[src/sv/nsp_pkg.sv]
// types, constants and helper functions of the nmea sentence parser
`default_nettype none

package nsp_pkg;

    // ascii codes
    localparam logic [7:0] CH_DOLLAR = 8'h24;
    localparam logic [7:0] CH_STAR   = 8'h2A;
    localparam logic [7:0] CH_COMMA  = 8'h2C;
    localparam logic [7:0] CH_CR     = 8'h0D;
    localparam logic [7:0] CH_LF     = 8'h0A;
    localparam logic [7:0] CH_MINUS  = 8'h2D;
    localparam logic [7:0] CH_PLUS   = 8'h2B;
    localparam logic [7:0] CH_DOT    = 8'h2E;
    localparam logic [7:0] CH_S      = 8'h53;
    localparam logic [7:0] CH_N      = 8'h4E;
    localparam logic [7:0] CH_W      = 8'h57;
    localparam logic [7:0] CH_0      = 8'h30;
    localparam logic [7:0] CH_9      = 8'h39;
    localparam logic [7:0] CH_UA     = 8'h41;
    localparam logic [7:0] CH_UF     = 8'h46;
    localparam logic [7:0] CH_LA     = 8'h61;
    localparam logic [7:0] CH_LF_HEX = 8'h66;

    // address words
    localparam logic [39:0] ADDR_GNGGA = 40'h474E474741;
    localparam logic [39:0] ADDR_GNGLL = 40'h474E474C4C;
    localparam logic [39:0] ADDR_GPGSA = 40'h4750475341;

    // sentence kinds
    localparam logic [1:0] KIND_GGA  = 2'd0;
    localparam logic [1:0] KIND_GLL  = 2'd1;
    localparam logic [1:0] KIND_GSA  = 2'd2;
    localparam logic [1:0] KIND_NONE = 2'd3;

    // limits
    localparam logic [29:0] LAT_MAX   = 30'd90000000;
    localparam logic [29:0] LON_MAX   = 30'd180000000;
    localparam logic [29:0] INT_CAP   = 30'd99999999;
    localparam logic [17:0] MILLI_MAX = 18'd131071;
    localparam logic [13:0] HDOP_MAX  = 14'd9999;
    localparam logic [6:0]  SATS_MAX  = 7'd99;
    localparam logic [23:0] UTC_MAX   = 24'd8639999;
    localparam logic [20:0] ALT_HI    = 21'd1000000;
    localparam logic [20:0] ALT_LO_MAG = 21'd100000;
    // ceil(2^24 / 3), exact floor(x/3) for x below 2^23
    localparam logic [22:0] RECIP3    = 23'd5592406;

    // sentence framing states
    typedef enum logic [5:0] {
        PH_IDLE    = 6'b000001,
        PH_BODY    = 6'b000010,
        PH_HEX_HI  = 6'b000100,
        PH_HEX_LO  = 6'b001000,
        PH_WAIT_CR = 6'b010000,
        PH_WAIT_LF = 6'b100000
    } phase_t;

    // meaning of the current field
    typedef enum logic [3:0] {
        R_NONE, R_ADDR, R_TIME, R_LAT, R_LON, R_SIDE0, R_SIDE1,
        R_QUAL, R_SATS, R_HDOP, R_ALT, R_GSAFIX, R_PRN
    } role_t;

    // one result word
    typedef struct packed {
        logic [1:0]         sentence_kind;
        logic               accepted;
        logic [26:0]        latitude_micro;
        logic               lat_south;
        logic [27:0]        longitude_micro;
        logic               lon_west;
        logic signed [20:0] altitude_dm;
        logic [13:0]        hdop_centi;
        logic [6:0]         satellites;
        logic               fix_valid;
        logic [23:0]        utc_centis;
    } result_t;

    // field role from field position and sentence kind
    function automatic role_t role_of(input logic [6:0] f, input logic [1:0] kind);
        role_t r;
        r = R_NONE;
        if (f == 7'd0) begin
            r = R_ADDR;
        end else if (kind == KIND_GGA) begin
            case (f)
                7'd1:    r = R_TIME;
                7'd2:    r = R_LAT;
                7'd3:    r = R_SIDE0;
                7'd4:    r = R_LON;
                7'd5:    r = R_SIDE1;
                7'd6:    r = R_QUAL;
                7'd7:    r = R_SATS;
                7'd8:    r = R_HDOP;
                7'd9:    r = R_ALT;
                default: r = R_NONE;
            endcase
        end else if (kind == KIND_GLL) begin
            case (f)
                7'd1:    r = R_LAT;
                7'd2:    r = R_SIDE0;
                7'd3:    r = R_LON;
                7'd4:    r = R_SIDE1;
                default: r = R_NONE;
            endcase
        end else if (kind == KIND_GSA) begin
            if (f == 7'd2) begin
                r = R_GSAFIX;
            end else if (f inside {[7'd3:7'd14]}) begin
                r = R_PRN;
            end
        end
        return r;
    endfunction

    // hex digit: valid flag over value
    function automatic logic [4:0] hex_of(input logic [7:0] c);
        logic [4:0] h;
        h = 5'd0;
        if (c >= CH_0 && c <= CH_9) begin
            h = {1'b1, 4'(c - CH_0)};
        end else if (c >= CH_UA && c <= CH_UF) begin
            h = {1'b1, 4'(c - CH_UA + 8'd10)};
        end else if (c >= CH_LA && c <= CH_LF_HEX) begin
            h = {1'b1, 4'(c - CH_LA + 8'd10)};
        end
        return h;
    endfunction

endpackage

`default_nettype wire

[src/sv/nsp_core.sv]
// sentence framing, field parsing and held position record
`default_nettype none

module nsp_core #(
    parameter int MAX_FIELDS = 32
) (
    input  wire logic            clk,
    input  wire logic            rst_n,
    input  wire logic            in_valid,
    input  wire logic [7:0]      in_byte,
    output logic                 res_valid,
    output nsp_pkg::result_t     res
);

    localparam int FW = $clog2(MAX_FIELDS);

    nsp_pkg::phase_t phase_reg, phase_next;
    logic [7:0]  xor_reg, xor_next;
    logic [7:0]  rsum_reg, rsum_next;
    logic [FW-1:0] fnum_reg, fnum_next;
    logic [3:0]  cif_reg, cif_next;
    logic [39:0] addr_reg, addr_next;
    logic [1:0]  kind_reg, kind_next;
    logic [9:0]  deg0_reg, deg0_next, deg1_reg, deg1_next;
    logic [16:0] milli0_reg, milli0_next, milli1_reg, milli1_next;
    logic        qual_reg, qual_next;
    logic [6:0]  sats_sh_reg, sats_sh_next;
    logic [13:0] hdop_sh_reg, hdop_sh_next;
    logic [20:0] alt_sh_reg, alt_sh_next;
    logic [7:0]  side0_reg, side0_next, side1_reg, side1_next;
    logic [3:0]  prn_reg, prn_next;
    logic [23:0] utc_sh_reg, utc_sh_next;
    logic        alt_nz_reg, alt_nz_next, hdop_nz_reg, hdop_nz_next;
    logic        deg_stop_reg, deg_stop_next;
    // number accumulator
    logic        n_neg_reg, n_neg_next, n_dot_reg, n_dot_next;
    logic        n_stop_reg, n_stop_next, n_nz_reg, n_nz_next, n_any_reg, n_any_next;
    logic [1:0]  n_frac_reg, n_frac_next;
    logic [26:0] n_int_reg, n_int_next;
    logic [9:0]  n_fv_reg, n_fv_next;
    // time digits hhhh mm ss
    logic [13:0] th_reg, th_next;
    logic [3:0]  tm1_reg, tm1_next, tm0_reg, tm0_next, ts1_reg, ts1_next, ts0_reg, ts0_next;
    // held record
    logic [26:0] hlat_reg, hlat_next;
    logic [27:0] hlon_reg, hlon_next;
    logic [20:0] halt_reg, halt_next;
    logic [13:0] hhdop_reg, hhdop_next;
    logic [6:0]  hsats_reg, hsats_next;
    logic        hfix_reg, hfix_next, hsouth_reg, hsouth_next, hwest_reg, hwest_next;
    logic [23:0] hutc_reg, hutc_next;
    // coordinate conversion, two registered steps
    logic [21:0] q0_reg, q1_reg;
    logic [29:0] micro0_reg, micro1_reg;

    logic        feed_ev, end_ev, commit_ev, acc;
    nsp_pkg::role_t role;
    logic [7:0]  c;
    logic [4:0]  hx;
    logic        is_dig;
    logic [3:0]  d;
    logic        num_go, sign_ok, dot_ok;
    logic [1:0]  fmax;
    logic [29:0] int_ext;
    logic [16:0] th_ext;
    logic [13:0] fv_ext;
    logic [9:0]  fs3, fs2, fs1;
    logic [17:0] milli_w;
    logic [23:0] utc_w;
    logic [6:0]  mm, ss;
    logic [19:0] hd_w;
    logic [20:0] alt_w;
    logic        side_ok;
    logic [45:0] prod0, prod1;

    assign c      = in_byte;
    assign hx     = nsp_pkg::hex_of(c);
    assign is_dig = (c >= nsp_pkg::CH_0) && (c <= nsp_pkg::CH_9);
    assign d      = 4'(c - nsp_pkg::CH_0);
    assign role   = nsp_pkg::role_of(7'(fnum_reg), kind_reg);

    // decimals of the number scaled to 3, 2 and 1 places
    always_comb
    begin
        case (n_frac_reg)
            2'd1:    fs3 = 10'(n_fv_reg * 10'd100);
            2'd2:    fs3 = 10'(n_fv_reg * 10'd10);
            2'd3:    fs3 = n_fv_reg;
            default: fs3 = 10'd0;
        endcase
        case (n_frac_reg)
            2'd1:    fs2 = 10'(n_fv_reg * 10'd10);
            2'd2:    fs2 = n_fv_reg;
            default: fs2 = 10'd0;
        endcase
        fs1 = (n_frac_reg == 2'd0) ? 10'd0 : n_fv_reg;
    end

    // framing, field parsing and record update
    always_comb
    begin
        phase_next = phase_reg;   xor_next = xor_reg;       rsum_next = rsum_reg;
        fnum_next = fnum_reg;     cif_next = cif_reg;       addr_next = addr_reg;
        kind_next = kind_reg;     deg0_next = deg0_reg;     deg1_next = deg1_reg;
        milli0_next = milli0_reg; milli1_next = milli1_reg; qual_next = qual_reg;
        sats_sh_next = sats_sh_reg; hdop_sh_next = hdop_sh_reg; alt_sh_next = alt_sh_reg;
        side0_next = side0_reg;   side1_next = side1_reg;   prn_next = prn_reg;
        utc_sh_next = utc_sh_reg; alt_nz_next = alt_nz_reg; hdop_nz_next = hdop_nz_reg;
        deg_stop_next = deg_stop_reg;
        n_neg_next = n_neg_reg;   n_dot_next = n_dot_reg;   n_stop_next = n_stop_reg;
        n_nz_next = n_nz_reg;     n_any_next = n_any_reg;   n_frac_next = n_frac_reg;
        n_int_next = n_int_reg;   n_fv_next = n_fv_reg;
        th_next = th_reg; tm1_next = tm1_reg; tm0_next = tm0_reg;
        ts1_next = ts1_reg; ts0_next = ts0_reg;
        hlat_next = hlat_reg;     hlon_next = hlon_reg;     halt_next = halt_reg;
        hhdop_next = hhdop_reg;   hsats_next = hsats_reg;   hfix_next = hfix_reg;
        hsouth_next = hsouth_reg; hwest_next = hwest_reg;   hutc_next = hutc_reg;
        feed_ev = 1'b0; end_ev = 1'b0; commit_ev = 1'b0; acc = 1'b0;
        num_go = 1'b0; sign_ok = 1'b0; dot_ok = 1'b0; fmax = 2'd0;
        int_ext = 30'd0; th_ext = 17'd0; fv_ext = 14'd0;
        milli_w = 18'd0; utc_w = 24'd0; mm = 7'd0; ss = 7'd0; hd_w = 20'd0; alt_w = 21'd0;
        side_ok = 1'b0;

        // frame state machine
        if (in_valid) begin
            if (c == nsp_pkg::CH_DOLLAR) begin
                phase_next = nsp_pkg::PH_BODY;
                xor_next = 8'd0; rsum_next = 8'd0; fnum_next = '0; cif_next = 4'd0;
                addr_next = 40'd0; kind_next = nsp_pkg::KIND_NONE;
                deg0_next = 10'd0; deg1_next = 10'd0; milli0_next = 17'd0; milli1_next = 17'd0;
                qual_next = 1'b0; sats_sh_next = 7'd0; hdop_sh_next = 14'd0; alt_sh_next = 21'd0;
                side0_next = 8'd0; side1_next = 8'd0; prn_next = 4'd0; utc_sh_next = 24'd0;
                alt_nz_next = 1'b0; hdop_nz_next = 1'b0; deg_stop_next = 1'b0;
                n_neg_next = 1'b0; n_dot_next = 1'b0; n_stop_next = 1'b0; n_nz_next = 1'b0;
                n_any_next = 1'b0; n_frac_next = 2'd0; n_int_next = 27'd0; n_fv_next = 10'd0;
                th_next = 14'd0; tm1_next = 4'd0; tm0_next = 4'd0; ts1_next = 4'd0; ts0_next = 4'd0;
            end else begin
                case (phase_reg)
                    nsp_pkg::PH_BODY:
                    begin
                        if (c == nsp_pkg::CH_STAR) begin
                            end_ev = 1'b1;
                            phase_next = nsp_pkg::PH_HEX_HI;
                        end else if (c == nsp_pkg::CH_CR || c == nsp_pkg::CH_LF) begin
                            phase_next = nsp_pkg::PH_IDLE;
                        end else begin
                            xor_next = xor_reg ^ c;
                            if (c == nsp_pkg::CH_COMMA) begin
                                if ((FW+1)'({1'b0, fnum_reg} + 1'b1) >= (FW+1)'(MAX_FIELDS)) begin
                                    phase_next = nsp_pkg::PH_IDLE;
                                end else begin
                                    end_ev = 1'b1;
                                end
                            end else begin
                                feed_ev = 1'b1;
                            end
                        end
                    end
                    nsp_pkg::PH_HEX_HI:
                    begin
                        if (hx[4]) begin
                            rsum_next = {hx[3:0], 4'd0};
                            phase_next = nsp_pkg::PH_HEX_LO;
                        end else begin
                            phase_next = nsp_pkg::PH_IDLE;
                        end
                    end
                    nsp_pkg::PH_HEX_LO:
                    begin
                        if (hx[4]) begin
                            rsum_next = {rsum_reg[7:4], hx[3:0]};
                            phase_next = nsp_pkg::PH_WAIT_CR;
                        end else begin
                            phase_next = nsp_pkg::PH_IDLE;
                        end
                    end
                    nsp_pkg::PH_WAIT_CR:
                    begin
                        phase_next = (c == nsp_pkg::CH_CR) ? nsp_pkg::PH_WAIT_LF
                                                           : nsp_pkg::PH_IDLE;
                    end
                    nsp_pkg::PH_WAIT_LF:
                    begin
                        phase_next = nsp_pkg::PH_IDLE;
                        commit_ev = (c == nsp_pkg::CH_LF) && (xor_reg == rsum_reg) &&
                                    (kind_reg != nsp_pkg::KIND_NONE);
                    end
                    default:
                    begin
                        phase_next = nsp_pkg::PH_IDLE;
                    end
                endcase
            end
        end

        // character inside a field
        if (feed_ev) begin
            case (role)
                nsp_pkg::R_ADDR:
                begin
                    if (cif_reg < 4'd5) addr_next = {addr_reg[31:0], c};
                end
                nsp_pkg::R_TIME:
                begin
                    num_go = 1'b1; dot_ok = 1'b1; fmax = 2'd2;
                end
                nsp_pkg::R_LAT:
                begin
                    if (cif_reg < 4'd2) begin
                        if (!deg_stop_reg) begin
                            if (is_dig) deg0_next = 10'(deg0_reg * 10'd10 + 10'(d));
                            else deg_stop_next = 1'b1;
                        end
                    end else if (cif_reg < 4'd8) begin
                        num_go = 1'b1; dot_ok = 1'b1; fmax = 2'd3;
                    end
                end
                nsp_pkg::R_LON:
                begin
                    if (cif_reg < 4'd3) begin
                        if (!deg_stop_reg) begin
                            if (is_dig) deg1_next = 10'(deg1_reg * 10'd10 + 10'(d));
                            else deg_stop_next = 1'b1;
                        end
                    end else if (cif_reg < 4'd9) begin
                        num_go = 1'b1; dot_ok = 1'b1; fmax = 2'd3;
                    end
                end
                nsp_pkg::R_SIDE0:
                begin
                    if (cif_reg == 4'd0) side0_next = c;
                end
                nsp_pkg::R_SIDE1:
                begin
                    if (cif_reg == 4'd0) side1_next = c;
                end
                nsp_pkg::R_QUAL, nsp_pkg::R_SATS, nsp_pkg::R_GSAFIX:
                begin
                    num_go = 1'b1; sign_ok = 1'b1;
                end
                nsp_pkg::R_HDOP:
                begin
                    num_go = 1'b1; sign_ok = 1'b1; dot_ok = 1'b1; fmax = 2'd2;
                end
                nsp_pkg::R_ALT:
                begin
                    num_go = 1'b1; sign_ok = 1'b1; dot_ok = 1'b1; fmax = 2'd1;
                end
                default:
                begin
                end
            endcase
            if (cif_reg != 4'd15) cif_next = cif_reg + 4'd1;
        end

        // number accumulator step
        if (num_go && !n_stop_reg) begin
            if ((c == nsp_pkg::CH_MINUS || c == nsp_pkg::CH_PLUS) && sign_ok && !n_any_reg) begin
                n_neg_next = (c == nsp_pkg::CH_MINUS);
                n_any_next = 1'b1;
            end else if (is_dig) begin
                if (d != 4'd0) n_nz_next = 1'b1;
                if (!n_dot_reg) begin
                    int_ext = 30'(n_int_reg) * 30'd10 + 30'(d);
                    n_int_next = (int_ext > nsp_pkg::INT_CAP) ? 27'(nsp_pkg::INT_CAP)
                                                              : int_ext[26:0];
                    th_ext = 17'(th_reg) * 17'd10 + 17'(tm1_reg);
                    if (th_ext > 17'd9999) begin
                        th_next = 14'd9999; tm1_next = 4'd9; tm0_next = 4'd9;
                        ts1_next = 4'd9; ts0_next = 4'd9;
                    end else begin
                        th_next = th_ext[13:0]; tm1_next = tm0_reg; tm0_next = ts1_reg;
                        ts1_next = ts0_reg; ts0_next = d;
                    end
                end else if (n_frac_reg < fmax) begin
                    fv_ext = 14'(n_fv_reg) * 14'd10 + 14'(d);
                    n_fv_next = fv_ext[9:0];
                    n_frac_next = n_frac_reg + 2'd1;
                end
                n_any_next = 1'b1;
            end else if (c == nsp_pkg::CH_DOT && dot_ok && !n_dot_reg) begin
                n_dot_next = 1'b1;
                n_any_next = 1'b1;
            end else begin
                n_stop_next = 1'b1;
            end
        end

        // end of a field
        if (end_ev) begin
            case (role)
                nsp_pkg::R_ADDR:
                begin
                    if (cif_reg == 4'd5) begin
                        if (addr_reg == nsp_pkg::ADDR_GNGGA) kind_next = nsp_pkg::KIND_GGA;
                        else if (addr_reg == nsp_pkg::ADDR_GNGLL) kind_next = nsp_pkg::KIND_GLL;
                        else if (addr_reg == nsp_pkg::ADDR_GPGSA) kind_next = nsp_pkg::KIND_GSA;
                    end
                end
                nsp_pkg::R_TIME:
                begin
                    mm = 7'(tm1_reg * 7'd10 + 7'(tm0_reg));
                    ss = 7'(ts1_reg * 7'd10 + 7'(ts0_reg));
                    utc_w = 24'(th_reg[4:0]) * 24'd360000 + 24'(mm) * 24'd6000 +
                            24'(ss) * 24'd100 + 24'(fs2);
                    utc_sh_next = (th_reg >= 14'd24 || utc_w > nsp_pkg::UTC_MAX)
                                  ? nsp_pkg::UTC_MAX : utc_w;
                end
                nsp_pkg::R_LAT, nsp_pkg::R_LON:
                begin
                    milli_w = 18'(n_int_reg[7:0]) * 18'd1000 + 18'(fs3);
                    if (n_int_reg > 27'd131 || milli_w > nsp_pkg::MILLI_MAX) begin
                        milli_w = nsp_pkg::MILLI_MAX;
                    end
                    if (role == nsp_pkg::R_LAT) milli0_next = milli_w[16:0];
                    else milli1_next = milli_w[16:0];
                end
                nsp_pkg::R_QUAL:
                begin
                    qual_next = !n_neg_reg && (n_int_reg > 27'd0);
                end
                nsp_pkg::R_GSAFIX:
                begin
                    qual_next = !n_neg_reg && (n_int_reg > 27'd1);
                end
                nsp_pkg::R_SATS:
                begin
                    if (n_neg_reg) sats_sh_next = 7'd0;
                    else if (n_int_reg > 27'(nsp_pkg::SATS_MAX)) sats_sh_next = nsp_pkg::SATS_MAX;
                    else sats_sh_next = n_int_reg[6:0];
                end
                nsp_pkg::R_HDOP:
                begin
                    hdop_nz_next = n_nz_reg;
                    hd_w = 20'(n_int_reg[6:0]) * 20'd100 + 20'(fs2);
                    if (n_neg_reg) hdop_sh_next = 14'd0;
                    else if (n_int_reg > 27'd99 || hd_w > 20'(nsp_pkg::HDOP_MAX))
                        hdop_sh_next = nsp_pkg::HDOP_MAX;
                    else hdop_sh_next = hd_w[13:0];
                end
                nsp_pkg::R_ALT:
                begin
                    alt_nz_next = n_nz_reg;
                    alt_w = 21'(n_int_reg[16:0]) * 21'd10 + 21'(fs1);
                    if (n_neg_reg) begin
                        if (n_int_reg > 27'd100000 || alt_w > nsp_pkg::ALT_LO_MAG)
                            alt_sh_next = 21'd0 - nsp_pkg::ALT_LO_MAG;
                        else alt_sh_next = 21'd0 - alt_w;
                    end else begin
                        if (n_int_reg > 27'd100000 || alt_w > nsp_pkg::ALT_HI)
                            alt_sh_next = nsp_pkg::ALT_HI;
                        else alt_sh_next = alt_w;
                    end
                end
                nsp_pkg::R_PRN:
                begin
                    if (cif_reg != 4'd0) prn_next = prn_reg + 4'd1;
                end
                default:
                begin
                end
            endcase
            fnum_next = fnum_reg + 1'b1;
            cif_next = 4'd0;
            deg_stop_next = 1'b0;
            n_neg_next = 1'b0; n_dot_next = 1'b0; n_stop_next = 1'b0; n_nz_next = 1'b0;
            n_any_next = 1'b0; n_frac_next = 2'd0; n_int_next = 27'd0; n_fv_next = 10'd0;
            th_next = 14'd0; tm1_next = 4'd0; tm0_next = 4'd0; ts1_next = 4'd0; ts0_next = 4'd0;
        end

        // per-type checks and record update
        if (commit_ev) begin
            side_ok = (side0_reg == nsp_pkg::CH_S) || (side0_reg == nsp_pkg::CH_N);
            case (kind_reg)
                nsp_pkg::KIND_GSA:
                begin
                    hfix_next = qual_reg;
                    hsats_next = 7'(prn_reg);
                    acc = 1'b1;
                end
                nsp_pkg::KIND_GLL:
                begin
                    if (side_ok && deg0_reg != 10'd0 && deg1_reg != 10'd0 &&
                        milli0_reg != 17'd0 && milli1_reg != 17'd0) begin
                        hlat_next = (micro0_reg > nsp_pkg::LAT_MAX) ? 27'(nsp_pkg::LAT_MAX)
                                                                     : micro0_reg[26:0];
                        hlon_next = (micro1_reg > nsp_pkg::LON_MAX) ? 28'(nsp_pkg::LON_MAX)
                                                                     : micro1_reg[27:0];
                        hsouth_next = (side0_reg == nsp_pkg::CH_S);
                        hwest_next = (side1_reg == nsp_pkg::CH_W);
                        acc = 1'b1;
                    end
                end
                default:
                begin
                    hutc_next = utc_sh_reg;
                    if (side_ok && (deg0_reg != 10'd0 || milli0_reg != 17'd0) &&
                        (deg1_reg != 10'd0 || milli1_reg != 17'd0) &&
                        micro0_reg < nsp_pkg::LAT_MAX && micro1_reg < nsp_pkg::LON_MAX) begin
                        hlat_next = micro0_reg[26:0];
                        hlon_next = micro1_reg[27:0];
                        hsouth_next = (side0_reg == nsp_pkg::CH_S);
                        hwest_next = (side1_reg == nsp_pkg::CH_W);
                        if (alt_nz_reg) halt_next = alt_sh_reg;
                        hsats_next = sats_sh_reg;
                        hfix_next = qual_reg;
                        if (hdop_nz_reg) hhdop_next = hdop_sh_reg;
                        acc = 1'b1;
                    end
                end
            endcase
        end
    end

    // result word from the updated record
    assign res_valid           = commit_ev;
    assign res.sentence_kind   = kind_reg;
    assign res.accepted        = acc;
    assign res.latitude_micro  = hlat_next;
    assign res.lat_south       = hsouth_next;
    assign res.longitude_micro = hlon_next;
    assign res.lon_west        = hwest_next;
    assign res.altitude_dm     = $signed(halt_next);
    assign res.hdop_centi      = hhdop_next;
    assign res.satellites      = hsats_next;
    assign res.fix_valid       = hfix_next;
    assign res.utc_centis      = hutc_next;

    // micro-degrees = deg * 1e6 + floor(milli * 50 / 3), settled well before lf
    assign prod0 = 46'(23'(milli0_reg) * 23'd50) * 46'(nsp_pkg::RECIP3);
    assign prod1 = 46'(23'(milli1_reg) * 23'd50) * 46'(nsp_pkg::RECIP3);

    always_ff @(posedge clk)
    begin
        q0_reg <= prod0[45:24];
        q1_reg <= prod1[45:24];
        micro0_reg <= 30'(deg0_reg) * 30'd1000000 + 30'(q0_reg);
        micro1_reg <= 30'(deg1_reg) * 30'd1000000 + 30'(q1_reg);
    end

    // state registers
    always_ff @(posedge clk or negedge rst_n)
    begin
        if (!rst_n) begin
            phase_reg <= nsp_pkg::PH_IDLE;
            xor_reg <= 8'd0; rsum_reg <= 8'd0; fnum_reg <= '0; cif_reg <= 4'd0;
            addr_reg <= 40'd0; kind_reg <= nsp_pkg::KIND_NONE;
            deg0_reg <= 10'd0; deg1_reg <= 10'd0; milli0_reg <= 17'd0; milli1_reg <= 17'd0;
            qual_reg <= 1'b0; sats_sh_reg <= 7'd0; hdop_sh_reg <= 14'd0; alt_sh_reg <= 21'd0;
            side0_reg <= 8'd0; side1_reg <= 8'd0; prn_reg <= 4'd0; utc_sh_reg <= 24'd0;
            alt_nz_reg <= 1'b0; hdop_nz_reg <= 1'b0; deg_stop_reg <= 1'b0;
            n_neg_reg <= 1'b0; n_dot_reg <= 1'b0; n_stop_reg <= 1'b0; n_nz_reg <= 1'b0;
            n_any_reg <= 1'b0; n_frac_reg <= 2'd0; n_int_reg <= 27'd0; n_fv_reg <= 10'd0;
            th_reg <= 14'd0; tm1_reg <= 4'd0; tm0_reg <= 4'd0; ts1_reg <= 4'd0; ts0_reg <= 4'd0;
            hlat_reg <= 27'd0; hlon_reg <= 28'd0; halt_reg <= 21'd0; hhdop_reg <= 14'd0;
            hsats_reg <= 7'd0; hfix_reg <= 1'b0; hsouth_reg <= 1'b0; hwest_reg <= 1'b0;
            hutc_reg <= 24'd0;
        end else begin
            phase_reg <= phase_next;
            xor_reg <= xor_next; rsum_reg <= rsum_next; fnum_reg <= fnum_next;
            cif_reg <= cif_next; addr_reg <= addr_next; kind_reg <= kind_next;
            deg0_reg <= deg0_next; deg1_reg <= deg1_next;
            milli0_reg <= milli0_next; milli1_reg <= milli1_next;
            qual_reg <= qual_next; sats_sh_reg <= sats_sh_next; hdop_sh_reg <= hdop_sh_next;
            alt_sh_reg <= alt_sh_next; side0_reg <= side0_next; side1_reg <= side1_next;
            prn_reg <= prn_next; utc_sh_reg <= utc_sh_next;
            alt_nz_reg <= alt_nz_next; hdop_nz_reg <= hdop_nz_next;
            deg_stop_reg <= deg_stop_next;
            n_neg_reg <= n_neg_next; n_dot_reg <= n_dot_next; n_stop_reg <= n_stop_next;
            n_nz_reg <= n_nz_next; n_any_reg <= n_any_next; n_frac_reg <= n_frac_next;
            n_int_reg <= n_int_next; n_fv_reg <= n_fv_next;
            th_reg <= th_next; tm1_reg <= tm1_next; tm0_reg <= tm0_next;
            ts1_reg <= ts1_next; ts0_reg <= ts0_next;
            hlat_reg <= hlat_next; hlon_reg <= hlon_next; halt_reg <= halt_next;
            hhdop_reg <= hhdop_next; hsats_reg <= hsats_next; hfix_reg <= hfix_next;
            hsouth_reg <= hsouth_next; hwest_reg <= hwest_next; hutc_reg <= hutc_next;
        end
    end

endmodule

`default_nettype wire

[src/sv/nmea_sentence_parser.sv]
// nmea sentence parser top level: input register, parser core, output skid stage
// lf byte -> byte register -> parse core -> output register (or skid) -> m_tvalid
// throughput: one byte per cycle if s_tready; the byte register feeds the parse logic
// s_tready drops only while both the output register and the skid register hold words
// async active-low reset: framing idle, shadows and held position record zero
`default_nettype none

module nmea_sentence_parser #(
    parameter int MAX_FIELDS = 32
) (
    input  wire logic         clk,
    input  wire logic         rst_n,
    input  wire logic         s_tvalid,
    output logic              s_tready,
    input  wire logic [7:0]   s_tdata,   // rx_byte
    output logic              m_tvalid,
    input  wire logic         m_tready,
    // accepted, latitude_micro, lat_south, longitude_micro, lon_west,
    // altitude_dm, hdop_centi, satellites, fix_valid, utc_centis, zero pad
    output logic [127:0]      m_tdata,
    output logic [1:0]        m_tuser    // sentence_kind
);

    logic             in_valid_reg;
    logic [7:0]       in_byte_reg;
    logic             res_valid;
    nsp_pkg::result_t res;
    logic             out_valid_reg, out_valid_next, skid_valid_reg, skid_valid_next;
    nsp_pkg::result_t out_data_reg, out_data_next, skid_data_reg, skid_data_next;
    logic             out_free;

    assign s_tready = !skid_valid_reg;

    // byte register
    always_ff @(posedge clk or negedge rst_n)
    begin
        if (!rst_n) begin
            in_valid_reg <= 1'b0;
        end else begin
            in_valid_reg <= s_tvalid && s_tready;
        end
    end

    always_ff @(posedge clk)
    begin
        in_byte_reg <= s_tdata;
    end

    nsp_core #(
        .MAX_FIELDS (MAX_FIELDS)
    ) u_core (
        .clk       (clk),
        .rst_n     (rst_n),
        .in_valid  (in_valid_reg),
        .in_byte   (in_byte_reg),
        .res_valid (res_valid),
        .res       (res)
    );

    // output register with skid slot
    always_comb
    begin
        out_free = !out_valid_reg || m_tready;
        out_valid_next = out_valid_reg;
        out_data_next = out_data_reg;
        skid_valid_next = skid_valid_reg;
        skid_data_next = skid_data_reg;
        if (out_free) begin
            if (skid_valid_reg) begin
                out_valid_next = 1'b1;
                out_data_next = skid_data_reg;
                skid_valid_next = res_valid;
                skid_data_next = res;
            end else begin
                out_valid_next = res_valid;
                out_data_next = res;
            end
        end else if (res_valid) begin
            skid_valid_next = 1'b1;
            skid_data_next = res;
        end
    end

    always_ff @(posedge clk or negedge rst_n)
    begin
        if (!rst_n) begin
            out_valid_reg <= 1'b0;
            skid_valid_reg <= 1'b0;
        end else begin
            out_valid_reg <= out_valid_next;
            skid_valid_reg <= skid_valid_next;
        end
    end

    always_ff @(posedge clk)
    begin
        out_data_reg <= out_data_next;
        skid_data_reg <= skid_data_next;
    end

    assign m_tvalid = out_valid_reg;
    assign m_tuser  = out_data_reg.sentence_kind;
    assign m_tdata  = {3'd0,
                       out_data_reg.utc_centis,
                       out_data_reg.fix_valid,
                       out_data_reg.satellites,
                       out_data_reg.hdop_centi,
                       out_data_reg.altitude_dm,
                       out_data_reg.lon_west,
                       out_data_reg.longitude_micro,
                       out_data_reg.lat_south,
                       out_data_reg.latitude_micro,
                       out_data_reg.accepted};

endmodule

`default_nettype wire

[config.mk]
export PLATFORM = sky130hd
export DESIGN_NAME = nmea_sentence_parser
export DESIGN_NICKNAME = d
export VERILOG_FILES = /design/src/sv/nsp_pkg.sv /design/src/sv/nsp_core.sv /design/src/sv/nmea_sentence_parser.sv
export SDC_FILE = /design/constraint.sdc
export NUM_CORES = 2
export LEC_CHECK = 0
export BUFFER_PORTS_ARGS = -buffer_cell sky130_fd_sc_hd__buf_2
export CELL_PAD_IN_SITES_DETAIL_PLACEMENT = 0
export CELL_PAD_IN_SITES_GLOBAL_PLACEMENT = 1
export CORE_ASPECT_RATIO = 2
export CORE_MARGIN = 1.5
export CORE_UTILIZATION = 47
export DETAILED_ROUTE_END_ITERATION = 16
export GPL_ROUTABILITY_DRIVEN = 0
export PLACE_DENSITY_LB_ADDON = 0.1
export SETUP_SLACK_MARGIN = 0.5
export SYNTH_ARGS = -nofsm -noshare
export SYNTH_HDL_FRONTEND = slang
export SYNTH_HIERARCHICAL = 1
export SYNTH_SLANG_ARGS = --single-unit
export TNS_END_PERCENT = 50
[constraint.sdc]
create_clock -name clk -period 10.25 [get_ports clk]
set_clock_uncertainty 0.1 [all_clocks]
set_input_delay 2.05 -clock clk [delete_from_list [all_inputs] [get_ports clk]]
set_output_delay 2.05 -clock clk [all_outputs]
set_load 0.05 [all_outputs]
# Yosys cells after proc, flatten, opt, wreduce, memory -nomap -nowiden
# Memory sizes are Yosys's and may differ from the RTL's.
# Cells that the tools add are included.
# word_totals
ff_bits	784
romBits	64
input_bits	12
out_inout_bits	132
elab_cells	588
n_memories	1
# classes
addsub	26
n_mul	21
order_cmp	32
n_eq_ne	52
muxes	312
bitwise_logic	1
reduce_logical	68
# memory_table
memory	depth	width	read_ports	rd_ports_with_merged_regs	write_ports	line_no	rtl
(name not given)	16	4	1	0	0	nsp_pkg.sv:87	case (f)
# ops
cell	count
two-way mux 127 bit	4
two-way mux 27 bit	12
two-way mux 14 bit	18
two-way mux 21 bit	11
two-way mux 10 bit	23
two-way mux 4 bit	51
two-way mux 40 bit	5
two-way mux 17 bit	11
two-way mux 24 bit	7
two-way mux 8 bit	16
== test 40 x 39 -> 1 bit (second input constant)	3
two-way mux 28 bit	4
two-way mux 1 bit	91
multiplier 22 x 22 -> 44 bit (second input constant)	2
adder 30 x 22 -> 30 bit	2
> comparator 30 x 27 -> 1 bit (second input constant)	2
two-way mux 7 bit	8
one-hot mux 28 bit (2 select lines)	1
> comparator 27 x 1 -> 1 bit (second input constant)	2
one-hot mux 27 bit (2 select lines)	1
== test 8 x 6 -> 1 bit (second input constant)	6
multiplier 10 x 14 -> 24 bit (second input constant)	2
multiplier 17 x 5 -> 22 bit (second input constant)	2
two-way mux 2 bit	21
103 further kinds	207

# Logic depth before layout (Yosys ltp)
# depth
depth_word	19
ltp_mapped	41
depth_no_buf	41

# Cells and area by module
# The synthesis kept the hierarchy.
# by_module_without_submodules
module	n_inst	cells_each	area_per_inst_um2	seq_area_each_um2
nsp_core	1	6606	61554.0	12470.7
nmea_sentence_parser	1	418	9790.6	7862.5

# Least setup slack after synthesis
# No wires, ideal clock.
# synth_path
kind	register to register
startpoint	register u_core.milli1_reg[2]
endpoint	register u_core.q1_reg[21]
setup_time_ns	0.072
t_arrival_ns	9.638
required_ns	10.078
path_slack_ns	0.440
stages_incl_launch_ff	41
n_path_buf	0
period_less_slack_ns	9.810
cell_sequence	dfrtp_1 > inv_1 > ha_1 > ha_1 > inv_1 > fa_1 > inv_1 > ha_1 > a21oi_1 > o21ai_0 > a21oi_1 > o21ai_0 > a211oi_1 > o21ai_0 > nand2b_1 > o21ai_0 > or2_2 > xor2_1 > [... 5 more ...] > fa_1 > inv_1 > fa_1 > inv_1 > fa_1 > fa_1 > ha_1 > nand2_1 > nand3_1 > a2111o_1 > a211o_1 > a31oi_1 > o21ai_0 > o21bai_1 > o211ai_1 > a31o_2 > a21oi_1 > xnor2_1
# synth_between
elab_chain_len	2
# synth_rtl
element	line_no	rtl
start, declared	nsp_core.sv:25	logic [16:0] milli0_reg, milli0_next, milli1_reg, milli1_next;
start signal, assigned	nsp_core.sv:463	milli0_reg <= milli0_next; milli1_reg <= milli1_next;
multiplier 17 x 5 -> 22 bit	nsp_core.sv:431	assign prod1 = 46'(23'(milli1_reg) * 23'd50) * 46'(nsp_pkg::RECIP3);
multiplier 22 x 22 -> 44 bit	nsp_core.sv:431	
named net u_core.prod1[45]	nsp_core.sv:74	logic [45:0] prod0, prod1;
end signal, assigned	nsp_core.sv:436	q1_reg <= prod1[45:24];
end, declared	nsp_core.sv:53	logic [21:0] q0_reg, q1_reg;
# The timed path passes the listed nets, and every way through them passes these cells.
# A chain may end at the register's enable or synchronous reset.

# Final worst setup path
# layout_path
startpoint	register u_core.milli0_reg[2]
endpoint	register u_core.q0_reg[21]
# layout_between
elab_chain_len	2
# layout_rtl
element	line_no	rtl
start, declared	nsp_core.sv:25	
start signal, assigned	nsp_core.sv:463	
multiplier 17 x 5 -> 22 bit	nsp_core.sv:430	assign prod0 = 46'(23'(milli0_reg) * 23'd50) * 46'(nsp_pkg::RECIP3);
multiplier 22 x 22 -> 44 bit	nsp_core.sv:430	
named net u_core.prod0[45]	nsp_core.sv:74	
end signal, assigned	nsp_core.sv:435	q0_reg <= prod0[45:24];
end, declared	nsp_core.sv:53	
# The timed path passes the listed nets, and every way through them passes these cells.

==> qor.yml <==
io-pin-count: 144
setup_repair_after_global_routing_missed_its_margin: "yes"
totalNegativeSetupSlack_ps: 0
h-tree-depth: 3
hold_slack_ps: 224
remaining_routing_drc_violations: 0
synth_enable_flop_cells: 254
largest_net_degree_at_the_start_of_global_routing: 115
layout-drive-gt1-share_pct: 12.3
postRouteAntennaNets: 0
max_slew_margin_pct: 19.6
groute.usage.overall_pct: 27.3
hold_viol: 0
drt-total-wl_um: 209000
report.final.setup_viol: 0
routed_wire_length_per_instance_um: 22.5
cts.root.buffer_cell: "clkbuf_16"
initial_utilization_pct: 47.2
core.rowCount: 202
cts_tree: "built"
area_added_between_synthesis_and_finish_pct: 10.9
fmax_mhz: 103
layout_commonest_cell: "ha_1"
initial_antenna_violation_count: 7
die_h_um: 554
synth.lib_cells_used.distinct: 118
overflow_left_after_global_routing: 0
final.period_utilization_pct: 95.0
max_slew.worst_pin.slew_ps: 1200
post_synthesis_sequential_element_count: 784
ir_worst_vdd_mv: 0.122
path_class: "flop to flop"
proportion_of_synthesized_chip_area_in_sequential_cells_pct: 28.5
cp_max_fo: 3
largest_register_ffs: 127
detailed_router_s_first_iteration_violation_count: 2412
timing.critical_path.to_type: "flop"
via_count: 52300
cp_data_required_time_ps: 10680
crit_path_max_incr_delay_ps: 580
final_design_area_no_fill_um2: 79100
fp.coreArea_um2: 151000
run_status: "completed"
hpwl_um: 170000
syn_avg_cell_area_um2: 10.2
path_delay_family: "adder cells"
power.density_cell_area_nw_per_um2: 80.1
finalNetCount: 8938
fin_crit_ps: 9740
p_total_mw: 6.34
syn-instance-count: 7024
io_buffer_count: 140
critPathLaunchType: "flop"
max-cap-violations: 0
placed_area_um2: 75200
max_slew_violations: 0
first_global_vias: 55300
detail_route.vias_per_cell: 5.62
number_of_optimization_iterations_in_the_first_detailed_route_pass: 8
clockBufferDepth: 3
critical-path-top-cell-by-count: "fa_1"
critical_path_arrival_ps: 10170
critical_path_buf_inv_count: 11
path_clk_slew_ps: 60
yosys_warnings: 6
synth_top_flop_cell: "dfrtp_1"
tritoncts_num_sinks: 784
worst_hold_path_type: "flop to flop"
grt_first_pass_wirelength_um: 321000
clk-insertion-delay-late_ps: 670
worst_path_max_delay_cell: "fa_1"
total_leakage_power_nw: 41.4
post_synth_instance_area_um2: 71300
die-area_um2: 154000
cts_inserted_buffers: 79
dieWidth_um: 278
synth-async-reset-ratio_pct: 53.3
mostFrequentLayoutCells: "1087 x ha_1, 997 x inv_1, 515 x fa_1"
## final timing paths
kind / start / endpoint / slack [ps] / depth (start not counted)
max: u_core/milli0_reg[2] / u_core/q0_reg[21] / 510 / 43
min: u_core/q0_reg[2] / u_core/micro0_reg[2] / 220 / 0
max reg2reg: u_core/milli0_reg[2] / u_core/q0_reg[21] / 510 / 43
min reg2reg: u_core/q0_reg[2] / u_core/micro0_reg[2] / 220 / 0
max in group asynchronous: rst_n / u_core/n_int_reg[9] / 6960 / 3
min in group asynchronous: rst_n / u_core/hutc_reg[22] / 1290 / 1
## cell families after synthesis
| logic type | count (synthesis) | share of synthesized area (%) |
|---|---|---|
| AND/OR/NAND/NOR | 1528 | 10.6 |
| flip-flops | 784 | 28.5 |
| adder cells (fa/ha/maj) | 1636 | 34.2 |
| buffers and inverters | 1189 | 6.47 |
| XOR/XNOR | 381 | 4.70 |
| other | 1 | 0.00526 |
| AO/OA/AOI/OAI | 1296 | 11.8 |
| multiplexers | 209 | 3.67 |
## where the power goes
| group | total [mW] | switching, mW | internal (mW) |
|---|---|---|---|
| sequential | 3.22 | 0.00734 | 3.21 |
| combinational | 0.0754 | 0.0622 | 0.0132 |
| clock | 3.04 | 1.38 | 1.67 |
| total | 6.34 | 1.45 | 4.89 |
## per-layer routing
layer,up-vias,wire [um],track usage (%)
met3,445,5640,2.57
met4,2,14600,16.5
met2,954,116000,53.3
met5,-,13,0
met1,26100,72900,27.4
li1,24800,-,-
## layout make-up
type	instances	area, um2
inverters	1007	3780
well taps	1938	2420
clock buffers	103	2250
flip-flops and latches	784	20300
repair buffers	366	2450
clock inverters	44	445
fillers	13900	72000
multi-input cells	5053	47400
diodes	2	5.00
## metrics by stage
step | setup WS (ps) | utilization, % | cells
6_report | 508 | 52.3 | 9297
3_3_place_gp | -766 | 49.8 | 9112
3_5_place_dp | -722 | 49.8 | 9112
5_1_grt | 178 | 52.3 | 9296
2_1_floorplan | 445 | - | 7026
4_1_cts | 445 | 51.9 | 9272
## what timing repair did
| item | in CTS | in global routing |
|---|---|---|
| endpoints found under the setup margin | 46 | 57 |
| buffers inserted | 13 | 23 |
| pin swaps | 58 | 90 |
| gates resized for setup | 80 | 98 |
| hold buffers | 0 | 0 |
## cell usage after synthesis (all sizes together), types with 31 or more instances
cell type,count,area share [%]
o21bai,38,0.40
o21a,50,0.53
nor2,303,1.6
a31oi,73,0.72
dfxtp,112,3.1
or3,35,0.31
a21o,92,0.97
clkbuf,134,0.71
inv,1005,5.3
a21oi,318,2.2
buf,48,0.47
nand3,205,1.5
nor4,31,0.32
xor2,125,1.5
nand2b,43,0.38
o31ai,53,0.56
nor3,126,0.90
fa,520,15
xnor2,256,3.2
a211oi,40,0.42
and3,51,0.45
mux2,194,3.5
edfxtp,254,11
nand2,447,2.4
and2,48,0.42
dfrtp,415,15
nor2b,65,0.57
o21ai,331,2.3
ha,1115,20
nand4,40,0.35
No activity file was read; power rests on OpenSTA's default activity.
